--- config.mk ---
export PLATFORM = sky130hd
export DESIGN_NAME = bcop_ctrl
export DESIGN_NICKNAME = d
export VERILOG_FILES = /design/src/design/bcop_pkg.sv /design/src/design/bcop_ctrl.sv
export SDC_FILE = /design/constraint.sdc
export NUM_CORES = 1
export LEC_CHECK = 0
export ABC_AREA = 0
export BUFFER_PORTS_ARGS = -buffer_cell sky130_fd_sc_hd__buf_4
export CAP_MARGIN = 20
export CORE_UTILIZATION = 35
export DETAILED_ROUTE_END_ITERATION = 7
export SYNTH_ARGS = -nofsm -noshare
export SYNTH_HDL_FRONTEND = slang
export SYNTH_SLANG_ARGS = --single-unit
export TNS_END_PERCENT = 30
--- constraint.sdc ---
create_clock -name clk -period 2.67 [get_ports clk]
set_clock_uncertainty 0.15 [all_clocks]
set_input_delay 0.267 -clock clk [delete_from_list [all_inputs] [get_ports clk]]
set_output_delay 0.267 -clock clk [all_outputs]
set_load 0.01 [all_outputs]
--- src/design/bcop_pkg.sv ---
// shared types and constants for the binomial call option pricer
package bcop_pkg;

  localparam int MAX_STEPS = 64;
  localparam int IDX_W = $clog2(MAX_STEPS + 1);

  typedef struct packed {
    logic [47:0]        spot_price;
    logic signed [31:0] up_rate;
    logic signed [31:0] down_rate;
    logic signed [31:0] interest_rate;
    logic [47:0]        strike_price;
    logic [6:0]         step_count;
  } bcop_in_t;

  typedef struct packed {
    logic [47:0] call_price;
    logic        status;
  } bcop_out_t;

  // datapath operation codes
  typedef enum logic [3:0] {
    OP_NONE,
    OP_LOAD,
    OP_DIVQ,
    OP_WINIT,
    OP_WSTEP,
    OP_TINIT,
    OP_TMUL,
    OP_ACC,
    OP_DISC,
    OP_FINAL
  } bcop_op_t;

  // row_top marks the fresh top entry of a weight row, which starts at zero
  typedef struct packed {
    bcop_op_t       op;
    logic [IDX_W-1:0] idx;
    logic           use_a;
    logic           row_top;
  } bcop_cmd_t;

  typedef struct packed {
    logic             invalid;
    logic [IDX_W-1:0] steps;
    logic             div_done;
    logic             mul_done;
    logic             disc_sat;
  } bcop_stat_t;

endpackage

--- src/design/bcop_ctrl.sv ---
// sequencer for the pricer datapath
module bcop_ctrl
  import bcop_pkg::*;
(
  input  logic       clk,
  input  logic       rst,
  input  logic       start,
  output logic       busy,
  output logic       done,
  output bcop_cmd_t  cmd,
  input  bcop_stat_t stat
);

  typedef enum logic [3:0] {
    S_IDLE, S_LOAD, S_CHECK, S_DIVQ, S_WINIT, S_WROW, S_WWAIT,
    S_TINIT, S_TMUL, S_TWAIT, S_ACC, S_AWAIT, S_DISC, S_DWAIT, S_FINAL
  } state_t;

  state_t state;
  logic [IDX_W-1:0] m, i, j;

  // divide commands are held while the datapath works; the others are issued once and then awaited
  always_comb begin
    cmd = '{op: OP_NONE, idx: i, use_a: 1'b0, row_top: 1'b0};
    case (state)
      // operands are captured at the transfer edge
      S_IDLE:  cmd.op = start ? OP_LOAD : OP_NONE;
      S_DIVQ:  cmd.op = OP_DIVQ;
      S_WINIT: cmd.op = OP_WINIT;
      S_WROW:  begin
        cmd.op = OP_WSTEP;
        cmd.row_top = (i == m);
      end
      S_TINIT: cmd.op = OP_TINIT;
      S_TMUL:  begin
        cmd.op = OP_TMUL;
        cmd.use_a = (j >= stat.steps - i);
      end
      S_ACC:   cmd.op = OP_ACC;
      S_DISC, S_DWAIT: cmd.op = OP_DISC;
      S_FINAL: cmd.op = OP_FINAL;
      default: cmd.op = OP_NONE;
    endcase
  end

  assign busy = (state != S_IDLE);

  // state register and step counters
  always_ff @(posedge clk) begin
    if (rst) begin
      state <= S_IDLE;
      done  <= 1'b0;
      m <= '0; i <= '0; j <= '0;
    end else begin
      done <= 1'b0;
      case (state)
        S_IDLE:  if (start) state <= S_LOAD;
        S_LOAD:  state <= S_CHECK;
        S_CHECK: state <= stat.invalid ? S_FINAL : S_DIVQ;
        S_DIVQ:  if (stat.div_done) state <= S_WINIT;
        S_WINIT: begin
          m <= IDX_W'(1);
          i <= (stat.steps == '0) ? '0 : IDX_W'(1);
          state <= (stat.steps == '0) ? S_TINIT : S_WROW;
        end
        // weight row m is swept from index m down to 0
        S_WROW:  state <= S_WWAIT;
        S_WWAIT: if (stat.mul_done) begin
          if (i == '0) begin
            if (m == stat.steps) begin
              i <= '0;
              state <= S_TINIT;
            end else begin
              m <= m + 1'b1;
              i <= m + 1'b1;
              state <= S_WROW;
            end
          end else begin
            i <= i - 1'b1;
            state <= S_WROW;
          end
        end
        S_TINIT: begin
          j <= '0;
          state <= (stat.steps == '0) ? S_ACC : S_TMUL;
        end
        S_TMUL:  state <= S_TWAIT;
        S_TWAIT: if (stat.mul_done) begin
          if (j == stat.steps - 1'b1) state <= S_ACC;
          else begin
            j <= j + 1'b1;
            state <= S_TMUL;
          end
        end
        S_ACC:   state <= S_AWAIT;
        S_AWAIT: if (stat.mul_done) begin
          if (i == stat.steps) begin
            m <= '0;
            state <= (stat.steps == '0) ? S_FINAL : S_DISC;
          end else begin
            i <= i + 1'b1;
            state <= S_TINIT;
          end
        end
        S_DISC:  state <= S_DWAIT;
        S_DWAIT: if (stat.div_done) begin
          if (stat.disc_sat || m == stat.steps - 1'b1) state <= S_FINAL;
          else begin
            m <= m + 1'b1;
            state <= S_DISC;
          end
        end
        S_FINAL: begin
          done  <= 1'b1;
          state <= S_IDLE;
        end
        default: state <= S_IDLE;
      endcase
    end
  end

endmodule

==> metrics.csv <==
stage,metric,value,unit
outcome,outcome,finished with violations,
outcome,failing checks,negative setup slack,
yosys,Synth area leaders,"dfxtp_1 (18%), ha_1 (8.3%), xor2_1 (7.4%), xnor2_1 (5.5%), a21oi_1 (4.0%)",
routing,first drt pass iteration count,5,
die,Ports,29,
power,LEAKAGE,1.494,nW
final_layout,layout cells sized above 1,23.73,%
setup_path,Worst setup SP type,register,
grt,initial antenna violation count,0,
setup_path,Crit Path Class,reg2out,
yosys,synth cell count leaders,"nor2_1 (30), dfxtp_1 (26), nand2_1 (26)",
setup_path,CP max FO,2,
grt,global-route wire length before repair,13.10,mm
setup_path,CP most frequent cell,a21o_1,
setup_path,R2R Setup Slk,-70,ps
final_layout,Layout Cells excl Fill,515,
cts,total CTS buffers,3,
sta,Fin. Hold Viols,0,
placed_design,GPL Wtd Cong,0.8677,
setup_path,crit path DAT,2600,ps
sta,fmax,331.7,MHz
yosys,post-synthesis mux area share,1.054,%
final_layout,final net count,448,
setup_path,Worst EP required,2250,ps
grt,GRT overflow,0,
yosys,yosys warns,0,
yosys,Main synth FF type,dfxtp_1,
cts,clock root cell,clkbuf_8,
yosys,number of synthesized register bits,26,
routing,via count,2890,
worst_hold_path,min-delay src,rst,
placed_design,Inst Count DP,506,
sta,Worst Max-Slew Pin Slew,462.0,ps
yosys,post-synthesis sequential area ratio,18.26,%
yosys,adder-cell share of the synthesized area,9.043,%
die,core area,7807,um2
sta,Final WS setup,-344.9,ps
setup_path,Critical Path Max Stage Delay,470,ps
power,worst vdd ir,454.0,uV
setup_path,critical path's slowest cell,fa_1,
yosys,share of flip-flops with an asynchronous set or reset,0,%
cts,CTS Sinks,26,
cts,CTS H-Tree Depth,1,
final_layout,P&R area growth vs syn,21.38,%
yosys,Synth Net Count,404,
yosys,Mapped Avg Cell Area,7.703,um2
setup_path,Worst R2R Start,i[0],
yosys,main combinational cell family by area after synthesis,simple AND/OR/NAND/NOR gates,
sta,worst hold slack,182.4,ps
yosys,Netlist Area Pre-Place,2850,um2
power,total power,1.845,mW
yosys,cell taking the most area after synthesis,dfxtp_1,
sta,RSZ-0062 raised after global routing,yes,
worst_hold_path,Hold Path Class,in2reg,
power,pwr dens,533.4,nW/um2
cts,clock tree buffer depth,2,
yosys,Gate Count Post-Synth,370,
yosys,Synth Area in Simple Gates,25.50,%
routing,detailed-route vias per instance,5.612,
setup_path,CP Capture Type,output pin,
final_layout,# diodes,0,
cts,clock slew at reported path FFs,100,ps
grt,vias in the first global route,2615,
yosys,Post-synth EDFFs,0,
yosys,"count leader, synth",nor2_1,
routing,DR DRC count,0,
routing,final WL,8.123,mm
routing,routed len/inst,15.77,um
placed_design,hpwl dp,6.332,mm
sta,count of final setup violators,7,
yosys,Netlist cell types,63,
setup_path,cell chain of the critical path,ha_4 -> inv_2 -> fa_1 -> inv_1 -> ha_1 -> a21o_1 -> a21o_1 -> a21o_1 -> a21o_1 -> a211oi_2 -> nor3_1 -> buf_4,
routing,drt first-iter violations,129,
sta,Setup TNS Final,-631.1,ps
grt,total global-route track usage,19.29,%
sta,minimum clock period,3015,ps
die,FP Rows,32,
die,chip height,92.24,um
routing,final antenna-violating net count,0,
setup_path,Critical path origin,i[0],
placed_design,port buffer count,28,
yosys,Compound-Gate Fraction of Synth Area,23.71,%
grt,largest net degree at the start of global routing,22,
sta,period utilisation layout,112.9,%
yosys,xor and xnor area share after synthesis,14.49,%
die,Die ar.,8508,um2
sta,max_slew headroom,69.16,%
yosys,top-area cell type share of the netlist area,18.26,%
cts,clk_lat worst skew,280,ps
die,initial core utilization,36.51,%
die,Die X,92.24,um
sta,"Slew Viols, Final",0,
run,maxcap violations,0,
cts,CTS tree,yes,
[worst max-delay path: cells and delay by family (launching register included)]
family	cells	cell delay [ps]
AOI/OAI and AO/OA	5	810
and+or+nand+nor	1	60
DFF	1	370
adders and majority gates	3	850
buffers and inverters	3	220
[cells by family (layout without fill, tap and decap cells)]
| group | Yosys count | count (layout) |
|---|---|---|
| AO/OA/AOI/OAI | 97 | 97 |
| XOR/XNOR | 44 | 44 |
| buffers and inverters | 49 | 92 |
| multiplexers | 3 | 3 |
| flip-flops | 26 | 26 |
| AND/OR/NAND/NOR | 131 | 131 |
| adder cells (fa/ha/maj) | 20 | 20 |
[layer usage]
layer | share of wire [%] | routed length, um | track usage, % | vias up
met1 | 46 | 3723 | 26.05 | 1377
met2 | 48 | 3884 | 33.02 | 84
met5 | 0 | 0 | 0 | -
met4 | 0.86 | 70 | 3.776 | 0
li1 | - | - | - | 1423
met3 | 5.5 | 444 | 2.156 | 6
[power by group]
group,internal [mW],total [mW],switching (mW)
Sequential,0.424,0.484,0.0596
Clock,0.133,0.275,0.142
Combinational,0.508,1.09,0.579
[worst paths after layout]
kind | endpoint | cells past startpoint
setup / recovery | cmd[1] | 12
hold reg to reg | j[6] | 2
hold / removal | j[0] | 2
setup reg to reg | m[4] | 11
[flip-flops by register name, indices dropped and copies added (netlist names)]
signal and flops:
done 1, m 7, state 4, i 7
j 7
[repair_timing]
item	in CTS	in global routing
buffers inserted	0	5
endpoints found under the setup margin	6	8
hold buffers	0	0
pin swaps	5	8
resized for setup	6	10
[per-stage QoR]
step / setup slack, ps / utilization, % / area (um2)
finish: -344.9 / 44.31 / 3460
global placement: -233.7 / 42.44 / 3313
detailed placement: -294.0 / 42.44 / 3313
floorplan: -94.76 / - / 2856
global route: -474.7 / 44.31 / 3460
CTS: -372.3 / 43.45 / 3392
[final cells by class]
class,count,area [um2]
inverters,18,70.07
repair buffers,70,536.8
well taps,102,127.6
flip-flops and latches,26,524.3
fillers,791,4348
clock buffers,4,55.05
multi-input cells,295,2146
[cell usage in the layout (no fill, tap or decap), types with 15 or more instances in the layout]
| cell | n |
|---|---|
| a21oi_1 | 22 |
| buf_4 | 68 |
| dfxtp_1 | 25 |
| ha_1 | 17 |
| inv_1 | 15 |
| nand2_1 | 26 |
| nor2_1 | 30 |
| o21ai_0 | 19 |
| xnor2_1 | 18 |
| xor2_1 | 24 |
Note: power is estimated with default switching activity, not from simulation.
